**src/rtl/core/epcrw_pkg.sv**
```systemverilog
package epcrw_pkg;

	// Width of the row-major byte index before the range check
	localparam int IDX_W      = 17;
	// Widest plane address the panel size range can call for
	localparam int RAM_ADDR_W = 15;
	localparam int ARG_SLOTS  = 8;

	// Controller command codes
	localparam logic [7:0] CMD_SOFT_RESET = 8'h12;
	localparam logic [7:0] CMD_ENTRY_MODE = 8'h11;
	localparam logic [7:0] CMD_REFRESH    = 8'h20;
	localparam logic [7:0] CMD_WRITE_BW   = 8'h24;
	localparam logic [7:0] CMD_WRITE_RED  = 8'h26;
	localparam logic [7:0] CMD_WIN_X      = 8'h44;
	localparam logic [7:0] CMD_WIN_Y      = 8'h45;
	localparam logic [7:0] CMD_CNT_X      = 8'h4E;
	localparam logic [7:0] CMD_CNT_Y      = 8'h4F;

	// Plane contents after a reset
	localparam logic [7:0] BW_FILL  = 8'hFF;
	localparam logic [7:0] RED_FILL = 8'h00;

	typedef enum logic [1:0] {
		ACT_SPI        = 2'd0,
		ACT_RESET_PIN  = 2'd1,
		ACT_DELAY_DONE = 2'd2,
		ACT_READ       = 2'd3
	} epcrw_action_t;

	typedef enum logic [1:0] {
		DLY_NONE    = 2'd0,
		DLY_RESET   = 2'd1,
		DLY_REFRESH = 2'd2
	} epcrw_delay_t;

	typedef enum logic [1:0] {
		ST_CLEAR,
		ST_IDLE,
		ST_EXEC,
		ST_RDATA
	} epcrw_state_t;

	typedef struct packed {
		epcrw_action_t action;
		logic          chip_selected;
		logic          data_command;
		logic [7:0]    byte_value;
		logic [12:0]   read_address;
		logic          read_plane;
	} epcrw_in_t;

	typedef struct packed {
		logic       busy_res;
		logic [1:0] delay_request;
		logic [7:0] read_data;
		logic [5:0] ram_column;
		logic [8:0] ram_row;
	} epcrw_out_t;

	// Plane write request from the command unit
	typedef struct packed {
		logic                  we_bw;
		logic                  we_red;
		logic [RAM_ADDR_W-1:0] addr;
		logic [7:0]            wdata;
	} epcrw_ram_req_t;

	// Register state after the current item
	typedef struct packed {
		logic         busy;
		epcrw_delay_t delay;
		logic [5:0]   ram_column;
		logic [8:0]   ram_row;
		logic         clear_req;
	} epcrw_status_t;

endpackage

```
**src/rtl/core/epcrw_cmd_regs.sv**
```systemverilog
module epcrw_cmd_regs import epcrw_pkg::*; #(
	parameter int PANEL_WIDTH  = 200,
	parameter int PANEL_HEIGHT = 200
) (
	input  logic           clk,
	input  logic           arst_n,
	input  logic           commit,
	input  epcrw_in_t      item,
	output epcrw_ram_req_t ram_req,
	output epcrw_status_t  status
);

	localparam int ROW_BYTES   = PANEL_WIDTH / 8;
	localparam int PLANE_BYTES = (PANEL_WIDTH * PANEL_HEIGHT) / 8;
	localparam logic [5:0] WIN_X_LAST_RST = 6'(ROW_BYTES - 1);
	localparam logic [8:0] WIN_Y_LAST_RST = 9'(PANEL_HEIGHT - 1);

	logic [2:0] entry_mode_q, entry_mode_n;
	logic [5:0] win_x_first_q, win_x_first_n, win_x_last_q, win_x_last_n;
	logic [8:0] win_y_first_q, win_y_first_n, win_y_last_q, win_y_last_n;
	logic [5:0] cnt_x_q, cnt_x_n;
	logic [8:0] cnt_y_q, cnt_y_n;
	logic [7:0] cmd_q, cmd_n;
	logic       strm_bw_q, strm_bw_n, strm_red_q, strm_red_n;
	logic [7:0] args_q [ARG_SLOTS];
	logic [7:0] args_n [ARG_SLOTS];
	logic [3:0] arg_cnt_q, arg_cnt_n;
	logic       busy_q, busy_n;

	logic             soft_reset, refresh, run_cmd, ram_wr;
	epcrw_delay_t     delay;
	logic [IDX_W-1:0] wr_idx;
	logic             wr_ok;

	// Address counter step as the entry mode says
	logic       x_up, y_up, y_major, wrap_x, wrap_y;
	logic [5:0] step_x, adv_x;
	logic [8:0] step_y, adv_y;

	assign x_up    = entry_mode_q[0];
	assign y_up    = entry_mode_q[1];
	assign y_major = entry_mode_q[2];

	always_comb begin
		if (x_up) begin
			wrap_x = cnt_x_q >= win_x_last_q;
			step_x = wrap_x ? win_x_first_q : cnt_x_q + 6'd1;
		end else begin
			wrap_x = cnt_x_q <= win_x_first_q;
			step_x = wrap_x ? win_x_last_q : cnt_x_q - 6'd1;
		end
		if (y_up) begin
			wrap_y = cnt_y_q >= win_y_last_q;
			step_y = wrap_y ? win_y_first_q : cnt_y_q + 9'd1;
		end else begin
			wrap_y = cnt_y_q <= win_y_first_q;
			step_y = wrap_y ? win_y_last_q : cnt_y_q - 9'd1;
		end
		if (y_major) begin
			adv_y = step_y;
			adv_x = wrap_y ? step_x : cnt_x_q;
		end else begin
			adv_x = step_x;
			adv_y = wrap_x ? step_y : cnt_y_q;
		end
	end

	// Row-major byte index of the counters
	assign wr_idx = IDX_W'(cnt_y_q) * IDX_W'(ROW_BYTES) + IDX_W'(cnt_x_q);
	assign wr_ok  = wr_idx < IDX_W'(PLANE_BYTES);

	// Decode the item and work out the next register state
	always_comb begin
		entry_mode_n  = entry_mode_q;
		win_x_first_n = win_x_first_q;
		win_x_last_n  = win_x_last_q;
		win_y_first_n = win_y_first_q;
		win_y_last_n  = win_y_last_q;
		cnt_x_n       = cnt_x_q;
		cnt_y_n       = cnt_y_q;
		cmd_n         = cmd_q;
		strm_bw_n     = strm_bw_q;
		strm_red_n    = strm_red_q;
		args_n        = args_q;
		arg_cnt_n     = arg_cnt_q;
		busy_n        = busy_q;
		soft_reset    = 1'b0;
		refresh       = 1'b0;
		run_cmd       = 1'b0;
		ram_wr        = 1'b0;
		delay         = DLY_NONE;

		if (commit) begin
			case (item.action)
				ACT_SPI: begin
					if (item.chip_selected) begin
						if (!item.data_command) begin
							strm_bw_n  = 1'b0;
							strm_red_n = 1'b0;
							cmd_n      = item.byte_value;
							arg_cnt_n  = '0;
							if (item.byte_value == CMD_SOFT_RESET) begin
								soft_reset = 1'b1;
							end else if (item.byte_value == CMD_REFRESH) begin
								refresh = 1'b1;
							end else if (item.byte_value == CMD_WRITE_BW) begin
								strm_bw_n = 1'b1;
							end else if (item.byte_value == CMD_WRITE_RED) begin
								strm_red_n = 1'b1;
							end
						end else if (strm_bw_q || strm_red_q) begin
							ram_wr  = wr_ok;
							cnt_x_n = adv_x;
							cnt_y_n = adv_y;
						end else if (arg_cnt_q < 4'(ARG_SLOTS)) begin
							args_n[arg_cnt_q[2:0]] = item.byte_value;
							arg_cnt_n = arg_cnt_q + 4'd1;
							run_cmd   = 1'b1;
						end
					end
				end
				ACT_RESET_PIN: begin
					soft_reset = 1'b1;
				end
				ACT_DELAY_DONE: begin
					busy_n = 1'b0;
				end
				default: begin
				end
			endcase
		end

		// Rerun the current command with the new argument
		if (run_cmd) begin
			case (cmd_q)
				CMD_SOFT_RESET: begin
					soft_reset = 1'b1;
				end
				CMD_ENTRY_MODE: begin
					if (arg_cnt_n == 4'd1) begin
						entry_mode_n = args_n[0][2:0];
					end
				end
				CMD_WIN_X: begin
					if (arg_cnt_n == 4'd2) begin
						win_x_first_n = args_n[0][5:0];
						win_x_last_n  = args_n[1][5:0];
						cnt_x_n       = args_n[0][5:0];
					end
				end
				CMD_WIN_Y: begin
					if (arg_cnt_n == 4'd4) begin
						win_y_first_n = {args_n[1][0], args_n[0]};
						win_y_last_n  = {args_n[3][0], args_n[2]};
						cnt_y_n       = {args_n[1][0], args_n[0]};
					end
				end
				CMD_CNT_X: begin
					if (arg_cnt_n == 4'd1) begin
						cnt_x_n = args_n[0][5:0];
					end
				end
				CMD_CNT_Y: begin
					if (arg_cnt_n == 4'd2) begin
						cnt_y_n = {args_n[1][0], args_n[0]};
					end
				end
				CMD_REFRESH: begin
					refresh = 1'b1;
				end
				default: begin
				end
			endcase
		end

		if (refresh) begin
			busy_n = 1'b1;
			delay  = DLY_REFRESH;
		end

		// Restore everything but busy and the argument slots
		if (soft_reset) begin
			entry_mode_n  = 3'd3;
			win_x_first_n = '0;
			win_x_last_n  = WIN_X_LAST_RST;
			win_y_first_n = '0;
			win_y_last_n  = WIN_Y_LAST_RST;
			cnt_x_n       = '0;
			cnt_y_n       = '0;
			cmd_n         = '0;
			strm_bw_n     = 1'b0;
			strm_red_n    = 1'b0;
			arg_cnt_n     = '0;
			busy_n        = 1'b1;
			delay         = DLY_RESET;
		end
	end

	always_ff @(posedge clk or negedge arst_n) begin
		if (!arst_n) begin
			entry_mode_q  <= 3'd3;
			win_x_first_q <= '0;
			win_x_last_q  <= WIN_X_LAST_RST;
			win_y_first_q <= '0;
			win_y_last_q  <= WIN_Y_LAST_RST;
			cnt_x_q       <= '0;
			cnt_y_q       <= '0;
			cmd_q         <= '0;
			strm_bw_q     <= 1'b0;
			strm_red_q    <= 1'b0;
			arg_cnt_q     <= '0;
			busy_q        <= 1'b0;
			for (int i = 0; i < ARG_SLOTS; i++) begin
				args_q[i] <= '0;
			end
		end else begin
			entry_mode_q  <= entry_mode_n;
			win_x_first_q <= win_x_first_n;
			win_x_last_q  <= win_x_last_n;
			win_y_first_q <= win_y_first_n;
			win_y_last_q  <= win_y_last_n;
			cnt_x_q       <= cnt_x_n;
			cnt_y_q       <= cnt_y_n;
			cmd_q         <= cmd_n;
			strm_bw_q     <= strm_bw_n;
			strm_red_q    <= strm_red_n;
			arg_cnt_q     <= arg_cnt_n;
			busy_q        <= busy_n;
			args_q        <= args_n;
		end
	end

	assign ram_req.we_bw  = ram_wr && strm_bw_q;
	assign ram_req.we_red = ram_wr && strm_red_q;
	assign ram_req.addr   = wr_idx[RAM_ADDR_W-1:0];
	assign ram_req.wdata  = item.byte_value;

	assign status.busy       = busy_n;
	assign status.delay      = delay;
	assign status.ram_column = cnt_x_n;
	assign status.ram_row    = cnt_y_n;
	assign status.clear_req  = soft_reset;

endmodule
```
**config.mk**
```make
export PLATFORM = sky130hd
export DESIGN_NAME = epcrw_cmd_regs
export DESIGN_NICKNAME = d
export VERILOG_FILES = /design/src/rtl/core/epcrw_pkg.sv /design/src/rtl/core/epcrw_cmd_regs.sv
export SDC_FILE = /design/constraint.sdc
export NUM_CORES = 1
export LEC_CHECK = 0
export ABC_AREA = 1
export BUFFER_PORTS_ARGS = -buffer_cell sky130_fd_sc_hd__buf_2
export CORE_ASPECT_RATIO = 0.8
export CORE_MARGIN = 2
export CORE_UTILIZATION = 40
export DETAILED_ROUTE_END_ITERATION = 12
export PLACE_DENSITY = 0.62
export SLEW_MARGIN = 20
export SYNTH_ARGS = -nofsm -noshare
export SYNTH_HDL_FRONTEND = slang
export SYNTH_SLANG_ARGS = --single-unit
```
**constraint.sdc**
```tcl
create_clock -name clk -period 8.25 [get_ports clk]
set_input_delay 1.65 -clock clk [delete_from_list [all_inputs] [get_ports clk]]
set_output_delay 1.65 -clock clk [all_outputs]
set_load 0.05 [all_outputs]
```
==> impl_metrics.json <==
{
  "power_frac_comb_pct": 38.9,
  "fill_cells": 1794,
  "drc": 0,
  "synthCells": 986,
  "io_pins": 73,
  "post_cts_buffers": 0,
  "arrival_ns": 4.38,
  "gr-total-overflow": 0,
  "power_uw": 1610,
  "finalCritPeriodShare_pct": 73.0,
  "cts_tree": "yes",
  "setup-tns-final_ns": 0,
  "p_per_area_nw_per_um2": 204,
  "cts_hold_buf": 0,
  "grt_pass1_wl_mm": 31.6,
  "power.static_leakage_uw": 0.00446,
  "hold_viol_final": 0,
  "grt_max_degree": 54,
  "setup_slack_ns": 2.22,
  "yosysTopAreaCell": "dfrtp_1",
  "first_pass_iters": 5,
  "clk_latency_ns": 0.35,
  "slew_viol_final": 0,
  "place_area_um2": 7520,
  "antenna_found_initial": 0,
  "gp_congestion": 0.923,
  "ff2ff_path_depth": 15,
  "drtIter0Drc": 501,
  "crit_path_end_kind": "output pin",
  "critPathLaunchType": "flip-flop",
  "antenna_left": 0,
  "wl_per_cell_um": 15.4,
  "port_buffers": 58,
  "max_freq_mhz": 166,
  "slew_headroom_pct": 33.6,
  "cts_buffers": 9,
  "dpl_worst_slack_ns": 2.38,
  "vias": 6416,
  "status": "finished, final reports clean",
  "dpl.cell_count": 1240,
  "nets": 1147,
  "ys_warn_count": 0,
  "first_global_vias": 5916,
  "maxCapViolCount": 0,
  "rsz0062_at_grt": "false",
  "die_x_um": 153,
  "cts_buffer_depth": 2,
  "fin_skew_ns": 0.0113,
  "dieArea_um2": 18900,
  "die_height_um": 123,
  "p_int_uw": 951,
  "fin_cells": 1256,
  "syn_nets": 1107,
  "syn_avg_cell_area_um2": 7.22,
  "ys_ff_latch": 86,
  "switching_share_pct": 40.8,
  "fin_crit_ns": 6.03,
  "p_sw_uw": 657,
  "syn_to_final_growth_pct": 10.5,
  "ir_worst_vdd_mv": 0.0972,
  "cts.htree.levels": 3,
  "synth.distinct_cells": 38,
  "rows": 43,
  "synth.top_cell.area_share_pct": 27.1,
  "criticalPathCategory": "reg -> out",
  "p_seq_share_pct": 32.1,
  "design_area_um2": 7860,
  "ys_seq_area_share_pct": 30.4,
  "synth.area.top_cells": "dfrtp_1 27%, ha_1 15%, nand2_1 12%, inv_1 9.2%, nand3_1 6.6%",
  "clock-sinks": 86,
  "cts_root_buffer": "clkbuf_16",
  "pwr-share-clk_pct": 29.0,
  "dp_hpwl_mm": 14.9,
  "antenna_cells": 0,
  "layout-drive-gt1-share_pct": 10.6,
  "min-delay-path-class": "reg -> reg",
  "hold_path_depth": 2,
  "setup_viol": 0,
  "crit_path_max_fanout": 8,
  "coreArea_um2": 17400,
  "max_slew.worst_pin.slew_ns": 0.989,
  "critical_path_required_ns": 6.60,
  "clk_pin_slew_ns": 0.07,
  "vias_per_cell": 5.11,
  "cts_resized": 0,
  "track_usage_pct": 21.0,
  "wl_mm": 19.3,
  "netlist_area_um2": 7120,
  "initial_core_util_pct": 41.0
}
stage by stage:
stage          hold slack (ns)  util [%]
2_1_floorplan            0.443         -
3_3_place_gp             0.454      43.3
3_5_place_dp             0.457      43.3
4_1_cts                  0.473      45.3
5_1_grt                  0.483      45.3
6_report                 0.471      45.3
sequential cells by signal, indices dropped and copies added (netlist names):
signal         cells
args_q            23
cnt_y_q            9
win_y_first_q      9
win_y_last_q       9
cmd_q              8
cnt_x_q            6
win_x_first_q      6
win_x_last_q       6
arg_cnt_q          4
entry_mode_q       3
busy_q             1
strm_bw_q          1
strm_red_q         1
per-layer routing:
metal | wire, µm | GRT usage, % | vias to the layer above
li1 | - | - | 3242
met1 | 9690 | 31.7 | 2952
met2 | 8180 | 31.7 | 201
met3 | 1180 | 3.15 | 21
met4 | 238 | 4.80 | 0
met5 | 0 | 0 | -
final cells by class:
class | count | area, µm² | area share, %
Timing Repair Buffer | 59 | 300 | 3.82
Tap cell | 225 | 282 | 3.58
Multi-Input combinational cell | 691 | 4100 | 52.2
Sequential cell | 86 | 2160 | 27.5
Inverter | 179 | 672 | 8.54
Clock buffer | 12 | 267 | 3.39
Clock inverter | 4 | 76.3 | 0.971
critical path, cell delays in order, from the launching register on:
cell,delay [ns]
dfrtp_1,0.56
inv_1,0.18
ha_1,0.36
xor2_1,0.16
ha_1,0.28
inv_1,0.05
fa_1,0.52
inv_1,0.04
ha_1,0.36
a21oi_1,0.21
nand2_1,0.11
nand3_1,0.10
nand3_1,0.12
nand2_1,0.09
nand2_1,0.08
xor2_1,0.15
nand2_1,0.07
nand3_1,0.19
nor2_1,0.14
buf_2,0.27
cell usage after synthesis:
master,number
buf_4,13
o21bai_1,1
nand2_2,5
nand3_1,94
clkbuf_1,7
nor4_1,2
a21o_1,2
nand3b_1,3
nor4_2,2
nand3_2,3
dfstp_2,9
inv_2,5
nand4_1,19
o2111ai_1,1
dfrtp_1,77
o21ai_0,57
o21ai_1,13
xor2_1,26
nand4_2,1
nor2_1,67
xnor2_1,4
inv_1,174
o22ai_1,11
nor2_2,2
o21ai_4,2
ha_1,85
o21ai_2,3
a21oi_1,40
clkbuf_2,1
nand2_1,230
a21boi_1,1
o211ai_1,3
buf_2,6
fa_1,7
buf_6,1
nor2_4,2
buf_1,2
nor3_1,5
placed cells by master, fill, tap and decap left out:
cell,synthesis,final
o21ai_1,13,14
o22ai_1,11,11
nor3_1,5,5
ha_1,85,85
nor2_2,2,2
o211ai_1,3,3
clkinvlp_4,0,1
nor2_1,67,67
o21bai_1,1,1
o2111ai_1,1,1
xor2_1,26,26
nor2_4,2,2
nor4_2,2,2
nor4_1,2,2
fa_1,7,7
dfrtp_1,77,77
a21oi_1,40,40
inv_1,174,174
inv_6,0,1
clkbuf_8,0,3
xnor2_1,4,4
buf_4,13,2
nand2_2,5,5
a21boi_1,1,1
dfstp_2,9,9
nand4_1,19,19
o21ai_4,2,2
nand2_1,230,230
o21ai_2,3,3
nand4_2,1,1
buf_2,6,57
nand3_1,94,94
nand3b_1,3,3
inv_2,5,5
o21ai_0,57,56
a21o_1,2,2
bufinv_16,0,2
clkbuf_16,0,9
nand3_2,3,3
power groups by stage:
stage          logic (µW)  clock network, µW  registers (µW)
6_report              626                466             516
5_1_grt               713                488             522
4_1_cts               625                472             516
3_5_place_dp          620                  0             523
3_3_place_gp          616                  0             521
2_1_floorplan         487                  0             506
final timing paths:
kind | startpoint | to | slack [ns]
setup / recovery | cnt_y_q[2]$_DFF_PN0_ | ram_req[23] | 2.22
hold / removal | args_q[45]$_DFF_PN0_ | args_q[45]$_DFF_PN0_ | 0.47
setup reg to reg | cnt_x_q[0]$_DFF_PN0_ | cnt_y_q[0]$_DFF_PN0_ | 5.05
hold reg to reg | args_q[45]$_DFF_PN0_ | args_q[45]$_DFF_PN0_ | 0.47
max in group asynchronous | arst_n | win_y_last_q[8]$_DFFE_PN0P_ | 5.97
min in group asynchronous | arst_n | cnt_x_q[0]$_DFF_PN0_ | 1.25
cells by family (layout without fill, tap and decap cells):
group                      count (synthesis)  after routing  share of synthesized area (%)
AOI/OAI and AO/OA                        134            134                           10.4
DFF                                       86             86                           30.4
buffers and inverters                    209            254                           11.9
adders and majority gates                 92             92                           16.9
and+or+nand+nor                          435            435                           26.7
xor gates and xnor gates                  30             30                           3.69
Note: power is estimated with default switching activity, not from simulation.
